## config.mk

```make
export PLATFORM = sky130hd
export DESIGN_NAME = csv_line_field_parser_flat
export DESIGN_NICKNAME = d
export VERILOG_FILES = /design/src/rtl/csvp_pkg.sv /design/src/rtl/csvp_stream_if.sv /design/src/rtl/csvp_cfg_regs.sv /design/src/rtl/csvp_parse_core.sv /design/src/rtl/csvp_out_buf.sv /design/src/rtl/csv_line_field_parser.sv /design/src/flat_wrapper.sv
export SDC_FILE = /design/constraint.sdc
export NUM_CORES = 1
export LEC_CHECK = 0
export ABC_AREA = 1
export BUFFER_PORTS_ARGS = -buffer_cell sky130_fd_sc_hd__buf_4
export CAP_MARGIN = 30
export CORE_MARGIN = 10
export CORE_UTILIZATION = 50
export DETAILED_ROUTE_END_ITERATION = 7
export PLACE_DENSITY = 0.74
export SETUP_SLACK_MARGIN = 0.5
export SLEW_MARGIN = 5
export SYNTH_ARGS = -nofsm -noshare
export SYNTH_HDL_FRONTEND = slang
export SYNTH_HIERARCHICAL = 1
export SYNTH_SLANG_ARGS = --single-unit
```

## constraint.sdc

```tcl
create_clock -name clk -period 5.11 [get_ports clk]
set_clock_uncertainty 0.05 [all_clocks]
set_input_delay 0.2555 -clock clk [delete_from_list [all_inputs] [get_ports clk]]
set_output_delay 0.2555 -clock clk [all_outputs]
set_load 0.005 [all_outputs]
```

## src/rtl/csvp_pkg.sv

```systemverilog
// ----------------------------------------------------------------------------
// csvp_pkg
// Types and constants shared by the CSV line field parser.
// ----------------------------------------------------------------------------
`default_nettype none

package csvp_pkg;

    localparam int unsigned BYTE_W = 8;
    localparam int unsigned IDX_W  = 8;

    // configuration register indexes
    localparam logic [IDX_W-1:0] REG_DELIMITER = 8'd0;
    localparam logic [IDX_W-1:0] REG_QUOTE     = 8'd1;

    localparam logic [BYTE_W-1:0] DELIMITER_RESET = 8'd44;
    localparam logic [BYTE_W-1:0] QUOTE_RESET     = 8'd34;

    typedef struct packed {
        logic [BYTE_W-1:0] data_byte;
        logic              has_byte;
        logic              line_end;
    } item_t;

    typedef struct packed {
        logic [BYTE_W-1:0] field_byte;
        logic              byte_valid;
        logic              field_done;
        logic              line_done;
        logic              last_of_run;
    } result_t;

    typedef struct packed {
        logic [IDX_W-1:0]  index;
        logic [BYTE_W-1:0] value;
    } cfg_write_t;

    typedef struct packed {
        logic [BYTE_W-1:0] delimiter_char;
        logic [BYTE_W-1:0] quote_byte;
    } cfg_t;

    // results of one item, handed from the parser to the result buffer
    typedef struct packed {
        logic       valid;
        logic [1:0] count;
        result_t    first;
        result_t    second;
    } push_t;

    // result buffer status seen by the parser
    typedef struct packed {
        logic can_take;
    } buf_status_t;

endpackage

`default_nettype wire

```

## src/rtl/csvp_stream_if.sv

```systemverilog
// ----------------------------------------------------------------------------
// csvp_stream_if
// Valid/ready channel carrying one payload per beat.
// ----------------------------------------------------------------------------
`default_nettype none

interface csvp_stream_if #(
    parameter type payload_t = logic
) ();
    logic     valid;
    logic     ready;
    payload_t data;

    modport source (output valid, output data, input ready);
    modport sink   (input valid, input data, output ready);
endinterface

`default_nettype wire

```

## src/rtl/csvp_cfg_regs.sv

```systemverilog
// ----------------------------------------------------------------------------
// csvp_cfg_regs
// Delimiter and quote character registers behind the write channel.
// ----------------------------------------------------------------------------
`default_nettype none

module csvp_cfg_regs (
    input  wire logic          clk,
    input  wire logic          rst_n,
    csvp_stream_if.sink        cfg,
    output csvp_pkg::cfg_t     regs
);

    logic [csvp_pkg::BYTE_W-1:0] delimiter_reg;
    logic [csvp_pkg::BYTE_W-1:0] quote_reg;

    assign cfg.ready = 1'b1;

    always_ff @(posedge clk or negedge rst_n)
    begin
        if (!rst_n)
        begin
            delimiter_reg <= csvp_pkg::DELIMITER_RESET;
            quote_reg     <= csvp_pkg::QUOTE_RESET;
        end
        else if (cfg.valid)
        begin
            case (cfg.data.index)
                csvp_pkg::REG_DELIMITER: delimiter_reg <= cfg.data.value;
                csvp_pkg::REG_QUOTE:     quote_reg     <= cfg.data.value;
                default: ;
            endcase
        end
    end

    assign regs.delimiter_char = delimiter_reg;
    assign regs.quote_byte     = quote_reg;

endmodule

`default_nettype wire

```

## src/rtl/csvp_parse_core.sv

```systemverilog
// ----------------------------------------------------------------------------
// csvp_parse_core
// Input register, quote/delimiter decode and the per-line parser state.
// ----------------------------------------------------------------------------
`default_nettype none

module csvp_parse_core (
    input  wire logic                  clk,
    input  wire logic                  rst_n,
    csvp_stream_if.sink                item,
    input  wire csvp_pkg::cfg_t        regs,
    input  wire csvp_pkg::buf_status_t buf_status,
    output csvp_pkg::push_t            push
);

    csvp_pkg::item_t item_reg;
    logic            item_valid_reg;
    logic            quoted_mode_reg;
    logic            quote_pending_reg;
    logic            line_started_reg;

    logic            quoted_mode_next;
    logic            quote_pending_next;
    logic            line_started_next;

    logic            take;
    logic            first_hit;
    logic            line_hit;
    csvp_pkg::result_t first_res;
    csvp_pkg::result_t line_res;
    logic            advance;

    always_comb
    begin
        quoted_mode_next   = quoted_mode_reg;
        quote_pending_next = quote_pending_reg;
        line_started_next  = line_started_reg;
        take               = 1'b0;
        first_hit          = 1'b0;
        line_hit           = 1'b0;
        first_res          = '0;
        line_res           = '0;

        if (item_reg.has_byte)
        begin
            line_started_next = 1'b1;
            take              = 1'b1;
            if (quote_pending_reg)
            begin
                quote_pending_next = 1'b0;
                if (item_reg.data_byte == regs.quote_byte)
                begin
                    // doubled quote: one literal quote byte
                    first_hit            = 1'b1;
                    first_res.field_byte = item_reg.data_byte;
                    first_res.byte_valid = 1'b1;
                    take                 = 1'b0;
                end
                else
                begin
                    quoted_mode_next = 1'b0;
                end
            end
            if (take)
            begin
                if (item_reg.data_byte == regs.quote_byte)
                begin
                    if (quoted_mode_next && !item_reg.line_end)
                        quote_pending_next = 1'b1;
                    else
                        quoted_mode_next = !quoted_mode_next;
                end
                else if (item_reg.data_byte == regs.delimiter_char && !quoted_mode_next)
                begin
                    first_hit            = 1'b1;
                    first_res.field_done = 1'b1;
                end
                else
                begin
                    first_hit            = 1'b1;
                    first_res.field_byte = item_reg.data_byte;
                    first_res.byte_valid = 1'b1;
                end
            end
        end

        if (item_reg.line_end)
        begin
            // empty line gives nothing
            line_hit           = line_started_next;
            line_res.field_done = 1'b1;
            line_res.line_done  = 1'b1;
            quoted_mode_next   = 1'b0;
            quote_pending_next = 1'b0;
            line_started_next  = 1'b0;
        end

        first_res.last_of_run = !line_hit;
        line_res.last_of_run  = 1'b1;
    end

    assign advance    = item_valid_reg && buf_status.can_take;
    assign item.ready = !item_valid_reg || advance;

    always_comb
    begin
        push.valid = advance && (first_hit || line_hit);
        push.count = {1'b0, first_hit} + {1'b0, line_hit};
        if (first_hit)
        begin
            push.first  = first_res;
            push.second = line_res;
        end
        else
        begin
            push.first  = line_res;
            push.second = line_res;
        end
    end

    always_ff @(posedge clk or negedge rst_n)
    begin
        if (!rst_n)
        begin
            item_valid_reg    <= 1'b0;
            quoted_mode_reg   <= 1'b0;
            quote_pending_reg <= 1'b0;
            line_started_reg  <= 1'b0;
        end
        else
        begin
            if (item.ready)
                item_valid_reg <= item.valid;
            if (advance)
            begin
                quoted_mode_reg   <= quoted_mode_next;
                quote_pending_reg <= quote_pending_next;
                line_started_reg  <= line_started_next;
            end
        end
    end

    always_ff @(posedge clk)
    begin
        if (item.valid && item.ready)
            item_reg <= item.data;
    end

    // a held quote only exists inside quotes
    assert property (@(posedge clk) disable iff (!rst_n)
        quote_pending_reg |-> quoted_mode_reg)
        else $error("quote held back outside quoted mode");

    // a line end leaves the parser clean
    assert property (@(posedge clk) disable iff (!rst_n)
        (advance && item_reg.line_end) |=>
            (!quoted_mode_reg && !quote_pending_reg && !line_started_reg))
        else $error("parser state not cleared after line end");

endmodule

`default_nettype wire

```

## src/rtl/csvp_out_buf.sv

```systemverilog
// ----------------------------------------------------------------------------
// csvp_out_buf
// Two-entry result buffer; sends the results of one item one beat at a time.
// ----------------------------------------------------------------------------
`default_nettype none

module csvp_out_buf (
    input  wire logic                clk,
    input  wire logic                rst_n,
    input  wire csvp_pkg::push_t     push,
    output csvp_pkg::buf_status_t    buf_status,
    csvp_stream_if.source            result
);

    csvp_pkg::result_t head_reg;
    csvp_pkg::result_t tail_reg;
    logic [1:0]        cnt_reg;
    logic              pop;

    assign result.valid        = (cnt_reg != 2'd0);
    assign result.data         = head_reg;
    assign pop                 = result.valid && result.ready;
    assign buf_status.can_take = (cnt_reg == 2'd0) || (cnt_reg == 2'd1 && pop);

    always_ff @(posedge clk or negedge rst_n)
    begin
        if (!rst_n)
            cnt_reg <= 2'd0;
        else if (push.valid)
            cnt_reg <= push.count;
        else if (pop)
            cnt_reg <= cnt_reg - 2'd1;
    end

    always_ff @(posedge clk)
    begin
        if (push.valid)
        begin
            head_reg <= push.first;
            tail_reg <= push.second;
        end
        else if (pop)
        begin
            head_reg <= tail_reg;
        end
    end

    assert property (@(posedge clk) disable iff (!rst_n)
        cnt_reg != 2'd3)
        else $error("result buffer overfilled");

    // results are only loaded once the buffer has drained
    assert property (@(posedge clk) disable iff (!rst_n)
        push.valid |-> buf_status.can_take)
        else $error("push into busy result buffer");

endmodule

`default_nettype wire

```

## src/rtl/csv_line_field_parser.sv

```systemverilog
// ----------------------------------------------------------------------------
// csv_line_field_parser
// Streaming CSV field splitter for one newline-stripped line at a time.
// ----------------------------------------------------------------------------
//  channel  dir  payload       beat
//  cfg      in   cfg_write_t   one register write (index, value)
//  item     in   item_t        one line byte and/or line-end marker
//  result   out  result_t      one content byte, field end or line end
//
//  An item is taken every cycle while the result buffer can take it; each
//  item passes the input register, then the result buffer. An item that
//  yields both a byte/field result and a line end needs two result beats, so
//  the next item waits until the result buffer has sent both. A stalled
//  result side holds the buffer and then the input register. Reset clears
//  the parser state and loads delimiter ',' and quote '"'.
// ----------------------------------------------------------------------------
`default_nettype none

module csv_line_field_parser (
    input  wire logic     clk,
    input  wire logic     rst_n,
    csvp_stream_if.sink   cfg,
    csvp_stream_if.sink   item,
    csvp_stream_if.source result
);

    csvp_pkg::cfg_t        regs;
    csvp_pkg::push_t       push;
    csvp_pkg::buf_status_t buf_status;

    csvp_cfg_regs u_cfg_regs (
        .clk   (clk),
        .rst_n (rst_n),
        .cfg   (cfg),
        .regs  (regs)
    );

    csvp_parse_core u_parse_core (
        .clk        (clk),
        .rst_n      (rst_n),
        .item       (item),
        .regs       (regs),
        .buf_status (buf_status),
        .push       (push)
    );

    csvp_out_buf u_out_buf (
        .clk        (clk),
        .rst_n      (rst_n),
        .push       (push),
        .buf_status (buf_status),
        .result     (result)
    );

endmodule

`default_nettype wire

```

## src/flat_wrapper.sv

```systemverilog
// flat-port wrapper written by rule: the top's interface ports become plain ports
module csv_line_field_parser_flat 
  (clk, rst_n, cfg_valid, cfg_data, cfg_ready, item_valid, item_data, item_ready, result_valid, result_data, result_ready);
  csvp_stream_if #(.payload_t(csvp_pkg::cfg_write_t)) cfg_i ();
  csvp_stream_if #(.payload_t(csvp_pkg::item_t)) item_i ();
  csvp_stream_if #(.payload_t(csvp_pkg::result_t)) result_i ();
  input  wire logic clk;
  input  wire logic rst_n;
  input wire logic [$bits(cfg_i.valid)-1:0] cfg_valid;
  input wire logic [$bits(cfg_i.data)-1:0] cfg_data;
  output wire logic [$bits(cfg_i.ready)-1:0] cfg_ready;
  input wire logic [$bits(item_i.valid)-1:0] item_valid;
  input wire logic [$bits(item_i.data)-1:0] item_data;
  output wire logic [$bits(item_i.ready)-1:0] item_ready;
  output wire logic [$bits(result_i.valid)-1:0] result_valid;
  output wire logic [$bits(result_i.data)-1:0] result_data;
  input wire logic [$bits(result_i.ready)-1:0] result_ready;
  assign cfg_i.valid = cfg_valid;
  assign cfg_i.data = cfg_data;
  assign cfg_ready = cfg_i.ready;
  assign item_i.valid = item_valid;
  assign item_i.data = item_data;
  assign item_ready = item_i.ready;
  assign result_valid = result_i.valid;
  assign result_data = result_i.data;
  assign result_i.ready = result_ready;
  csv_line_field_parser u_core (.clk(clk), .rst_n(rst_n), .cfg(cfg_i), .item(item_i), .result(result_i));
endmodule
```

==> flow_metrics.env, run 1 <==
export IMPL_finalSetupViolCount=0
export IMPL_pwr_share_comb=0.315
export IMPL_grt_pass1_wl_um=9032
export IMPL_io_buffer_count=44
export IMPL_powerDensity_mw_per_mm2=436.3
export IMPL_fin_setup_tns_ns=0
export IMPL_fin_nets=405
export IMPL_die_w_um=95.59
export IMPL_antenna_found_initial=0
export IMPL_syn_area_per_cell_um2=8.844
export IMPL_met2_usage=0.2156
export IMPL_rsz0062_at_grt="false"
export IMPL_wl_um=5289
export IMPL_wire_per_inst_um=11.97
export IMPL_areaGrowthSynthToFinish_pct=15.68
export IMPL_die_area_mm2=0.009136
export IMPL_yosysWarnings=6
export IMPL_internal_power_mw=0.9783
export IMPL_start_util=0.5156
export IMPL_maxCapViolations=0
export IMPL_cts_sinks=56
export IMPL_num_rows=27
export IMPL_drive_gt1_frac=0.2243
export IMPL_end_kind="register"
export IMPL_grt_ovfl_total=0
export IMPL_clockRootBuffer="clkbuf_8"
export IMPL_power_switching_mw=0.4635
export IMPL_hold_violations=0
export IMPL_place_area_mm2=0.003184
export IMPL_critPathLaunchType="register"
export IMPL_antenna_cells=0
export IMPL_ant_nets=0
export IMPL_postSynthCellCount=323
export IMPL_dp_cells=433
export IMPL_finalNonFillerCells=442
export IMPL_drt_iter0_drc=92
export IMPL_cp_data_required_time_ns=5.02
export IMPL_swShare=0.3215
export IMPL_clock_latency_ns=0.31
export IMPL_io_pins=46
export IMPL_p_leak_nw=1.636
export IMPL_ir_drop_uv=254.6
export IMPL_dpl_hpwl_um=4089
export IMPL_use_met1=0.1475
export IMPL_htree_num_levels=2
export IMPL_path_max_fanout=29
export IMPL_drt_pass1_iter_count=4
export IMPL_cp_arrival_ns=2.50
export IMPL_cts_made_buffers=5
export IMPL_cts_tree="done"
export IMPL_gp_congestion=0.8039
export IMPL_fin_crit_sh=0.5078
export IMPL_ys_types=27
export IMPL_fp_dieH_um=95.59
export IMPL_globalRoute_busiestLayer="met2"
export IMPL_viasPerCell=4.609
export IMPL_min_path_type="in -> reg"
export IMPL_fin_crit_ns=2.595
export IMPL_worstMarginPinSlew_ns=0.5435
export IMPL_synth_area_mm2=0.002856
export IMPL_slew_violations=0
export IMPL_grt_util_met3=0.04399
export IMPL_grt_max_degree=30
export IMPL_synth_seq_cells=56
export IMPL_path_clk_slew_ns=0.10
export IMPL_p_clk_frac=0.198
export IMPL_grt_total_usage=0.1257
export IMPL_crit_type="reg -> reg"
export IMPL_clockBufferDepth=2
export IMPL_yosysSeqAreaShare=0.5523
export IMPL_vias=2037
export IMPL_design_area_mm2=0.003304
export IMPL_status="finished, final reports clean"
export IMPL_core_area_mm2=0.005540
export IMPL_grt_pass1_vias=2025
export IMPL_slew_limit_headroom=0.6368
export IMPL_route_detailed_drc=0
export IMPL_max_freq_ghz=0.3853
export IMPL_p_seq_frac=0.486
-- path summary, 6_finish.rpt --
kind	start	to	slack, ns	cells past startpoint
min in group asynchronous	rst_n	u_core/u_parse_core/line_started_reg	0.30	2
setup reg to reg	u_core/u_cfg_regs/quote_reg[5]	u_core/u_out_buf/result.data[2]	2.51	12
setup / recovery	u_core/u_cfg_regs/quote_reg[5]	u_core/u_out_buf/result.data[2]	2.51	12
hold reg to reg	u_core/u_cfg_regs/quote_reg[5]	u_core/u_cfg_regs/quote_reg[5]	0.43	2
hold / removal	item_data[5]	u_core/u_parse_core/item_reg[5]	0.06	1
max in group asynchronous	rst_n	u_core/u_cfg_regs/delimiter_reg[5]	4.42	2
-- critical path, stage by stage (launching register included) --
cell and delay [ns]:
dfstp_2 0.55, inv_1 0.04, nand2_1 0.05, nand2_1 0.05, nand2_1 0.05, nor2_1 0.07
nand3b_2 0.11, nand2_2 0.08, ha_1 0.21, nor2_2 0.10, buf_4 0.31, inv_6 0.12
nand2_1 0.44
-- cell usage after synthesis, drive strengths merged --
master	count	share of area
dfstp	5	0.046
nand3	12	0.021
o21ai	3	0.0053
nand3b	1	0.0039
nand2	149	0.21
inv	39	0.053
o31ai	1	0.0026
nor2	29	0.051
edfxtp	34	0.36
o21bai	1	0.0026
xnor2	5	0.015
o211ai	1	0.0044
buf	16	0.049
ha	5	0.022
o2111ai	1	0.0031
dfrtp	17	0.15
conb	3	0.0039
a21oi	1	0.0018
-- cell usage in the layout, fill, tap and decap left out, types with 2 or more instances in the layout --
cell type | synthesis | routed
nor2_4 | 2 | 2
edfxtp_1 | 34 | 34
conb_1 | 3 | 11
nand3_1 | 12 | 12
nand2_2 | 9 | 9
inv_2 | 4 | 4
dfstp_2 | 5 | 5
nand2_1 | 138 | 138
inv_1 | 34 | 34
nor2_1 | 24 | 23
ha_1 | 5 | 5
dfrtp_1 | 17 | 17
clkbuf_8 | 0 | 5
nand2_4 | 2 | 2
o21ai_0 | 3 | 3
nor2_2 | 2 | 3
xnor2_1 | 5 | 5
buf_4 | 13 | 46
-- routing by layer --
layer,share of wire,wire length [um]
met2,0.51,2675
met1,0.43,2269
met5,0,0
met3,0.054,284
met4,0.011,59
-- power groups by stage --
stage                     clock, mW  combinational, mW  sequential [mW]
after global placement            0              0.447            0.707
after global routing          0.311              0.531            0.714
final                         0.286              0.455            0.701
after detailed placement          0              0.458            0.712
after floorplan                   0              0.304            0.709
after CTS                     0.291              0.465            0.703
-- cells by family (layout without fill, tap and decap cells) --
family	count (synthesis)	after routing	share of synthesized area
compound gates	8	8	0.01971
xor+xnor	5	5	0.01533
fa+ha+maj	5	5	0.02190
buf+inv	55	94	0.1021
flops	56	56	0.5523
other cells	3	11	0.003942
simple gates	191	191	0.2847
-- area by class of cell --
| cell class | count | area [um^2] |
|---|---|---|
| inverter | 39 | 151.4 |
| clock inverter | 3 | 41.29 |
| fill | 492 | 2236 |
| timing repair buffer | 47 | 355.3 |
| tap | 72 | 90.09 |
| sequential | 56 | 1578 |
| clock buffer | 5 | 68.82 |
| multi-input combinational | 220 | 1020 |
-- per-stage QoR --
step / utilization / hold WS, ns / setup slack, ns / total power, mW
after floorplan: - / -0.09009 / 2.419 / 1.013
after global placement: 0.5734 / 0.1095 / 2.591 / 1.154
after detailed placement: 0.5748 / 0.1091 / 2.521 / 1.170
after CTS: 0.5964 / 0.05043 / 2.489 / 1.458
after global routing: 0.5964 / 0.04343 / 2.280 / 1.557
final: 0.5964 / 0.05728 / 2.515 / 1.442
-- repair_timing --
item / 4_1_cts / 5_1_grt
resized for setup: 0 / 0
hold buffers: 1 / 0
setup buffers: 0 / 0
hold endpoints to repair: 17 / 0
Power figures use the tool's default switching activity.
==> inputs of run 2 (changes only) <==
clock period = 2.7 ns   (was 5.11 ns; I/O delays follow)
==> flow_metrics.env, run 2 (same netlist as run 1, synthesis figures left out) <==
export IMPL_swShare=0.3329
export IMPL_ir_drop_uv=519.9
export IMPL_cts_made_buffers=5
export IMPL_path_max_fanout=15
export IMPL_p_clk_frac=0.159
export IMPL_fin_setup_tns_ns=0
export IMPL_dr_wl_met3_um=212
export IMPL_max_freq_ghz=0.4883
export IMPL_routed_top_layer="met4"
export IMPL_path_clk_slew_ns=0.09
export IMPL_crit_type="reg -> reg"
export IMPL_drt_iter0_drc=111
export IMPL_antenna_cells=0
export IMPL_end_kind="register"
export IMPL_htree_num_levels=2
export IMPL_dpl_hpwl_um=4268
export IMPL_vias=2128
export IMPL_die_area_mm2=0.009136
export IMPL_internal_power_mw=1.802
export IMPL_drt_pass1_iter_count=4
export IMPL_fin_crit_sh=0.7586
export IMPL_grt_max_degree=29
export IMPL_io_buffer_count=44
export IMPL_cts_setup_buffers=0
export IMPL_met2WireLength_um=2928
export IMPL_hold_violations=0
export IMPL_grt_ovfl_total=0
export IMPL_cp_arrival_ns=2.00
export IMPL_fin_nets=422
export IMPL_final_util=0.6274
export IMPL_grt_total_usage=0.1362
export IMPL_clock_latency_ns=0.30
export IMPL_cts_tree="done"
export IMPL_design_area_mm2=0.003476
export IMPL_crit_path_max_incr_delay_ns=0.55
export IMPL_min_path_type="in -> reg"
export IMPL_drive_gt1_frac=0.2145
export IMPL_cts_sinks=56
export IMPL_io_pins=46
export IMPL_cp_data_required_time_ns=2.66
export IMPL_gp_congestion=0.8130
export IMPL_fp_dieH_um=95.59
export IMPL_crit_chain="inv_1, nand2_1, nand2_1, nand2_1, nor2_2, nand3b_2, nand2_2, ha_1, nor2_4, inv_6, nand2_4"
export IMPL_grt_pass1_vias=2228
export IMPL_met1_length_um=2449
export IMPL_num_rows=27
export IMPL_pwr_share_comb=0.349
export IMPL_final_common_cell="nand2_1"
export IMPL_areaGrowthSynthToFinish_pct=21.68
export IMPL_slew_violations=0
export IMPL_finalPower_mw=2.701
export IMPL_antenna_found_initial=0
export IMPL_core_area_mm2=0.005540
export IMPL_power_switching_mw=0.8994
export IMPL_rsz0062_at_grt="false"
export IMPL_ant_nets=0
export IMPL_wl_um=5685
export IMPL_status="finished, final reports clean"
export IMPL_whs_ns=0.004656
export IMPL_clockBufferDepth=2
export IMPL_final_cell_mix="nand2_1 (137), buf_4 (45), inv_1 (34), edfxtp_1 (34), nor2_1 (22)"
export IMPL_multi_input_area_mm2=0.001035
export IMPL_p_seq_frac=0.492
export IMPL_powerDensity_mw_per_mm2=777.2
export IMPL_finalSetupViolCount=0
export IMPL_fillCellCount=474
export IMPL_place_area_mm2=0.003192
export IMPL_route_detailed_drc=0
export IMPL_die_w_um=95.59
export IMPL_grt_pass1_wl_um=9908
export IMPL_wire_per_inst_um=12.39
export IMPL_clockRootBuffer="clkbuf_8"
export IMPL_critPathLaunchType="register"
export IMPL_crit_path_frequent_cell="nand2_1"
export IMPL_p_leak_nw=1.693
export IMPL_maxCapViolations=0
export IMPL_ff_latch_area_mm2=0.001578
export IMPL_fin_crit_ns=2.048
export IMPL_start_util=0.5156
export IMPL_cp_slowest_cell="dfstp_2"
export IMPL_viasPerCell=4.636
## run 2: cell count changes in the layout (fill, tap and decap cells not counted), sizes merged
cell,previous run,this run
clkinvlp,0,1
inv,40,39
dlygate4sd3,1,18
clkbuf,5,6
bufinv,1,0
## run 2: final timing paths
check / from / slack [ns] / cells after the start / to
worst max-delay path: u_core/u_cfg_regs/quote_reg[5] / 0.65 / 11 / u_core/u_out_buf/result.data[9]
worst min-delay path: cfg_data[5] / 0.005 / 3 / u_core/u_cfg_regs/quote_reg[5]
worst max register to register: u_core/u_cfg_regs/quote_reg[5] / 0.65 / 11 / u_core/u_out_buf/result.data[9]
worst min register to register: u_core/u_cfg_regs/quote_reg[5] / 0.43 / 2 / u_core/u_cfg_regs/quote_reg[5]
max in group asynchronous: rst_n / 2.11 / 2 / u_core/u_cfg_regs/quote_reg[5]
min in group asynchronous: rst_n / 0.20 / 2 / u_core/u_parse_core/quoted_mode_reg
## run 2: metal layers
| layer | vias to the layer above | global-route usage |
|---|---|---|
| li1 | 1091 | - |
| met1 | 993 | 0.1571 |
| met2 | 35 | 0.2365 |
| met3 | 9 | 0.03614 |
| met4 | 0 | 0.05037 |
| met5 | - | 0 |
## run 2: per-stage QoR
| step | setup slack (ns) | instances |
|---|---|---|
| 2_1_floorplan | 0.5091 | 331 |
| 3_3_place_gp | 0.6375 | 433 |
| 3_5_place_dp | 0.5735 | 433 |
| 4_1_cts | 0.5726 | 458 |
| 5_1_grt | 0.5008 | 459 |
| 6_report | 0.6519 | 459 |
## run 2: area by class of cell
class / instances / share of cell area
clock inverters: 2 / 0.003240
well taps: 72 / 0.02592
inverters: 39 / 0.04356
flip-flops and latches: 56 / 0.4539
multi-input cells: 220 / 0.2977
clock buffers: 6 / 0.02088
repair buffers: 64 / 0.1548
## run 2: power groups by stage
stage          clock network [mW]  logic [mW]  registers (mW)
2_1_floorplan                   0       0.592            1.34
3_3_place_gp                    0       0.865            1.34
3_5_place_dp                    0       0.892            1.35
4_1_cts                     0.444       0.919            1.33
5_1_grt                     0.480        1.10            1.35
6_report                    0.429       0.943            1.33
## run 2: timing repair
action                                  4_1_cts  5_1_grt
hold endpoints to repair                     38        1
gates resized for setup                       0        6
endpoints found under the setup margin        0       38
hold buffers                                 17        1
## run 2: worst max-delay path, delay by kind of cell, from the launching register on
kind                     cells  cell delay [ns]
adder cells (fa/ha/maj)      1             0.23
buffers and inverters        2             0.15
flip-flops                   1             0.55
AND/OR/NAND/NOR              8             0.77
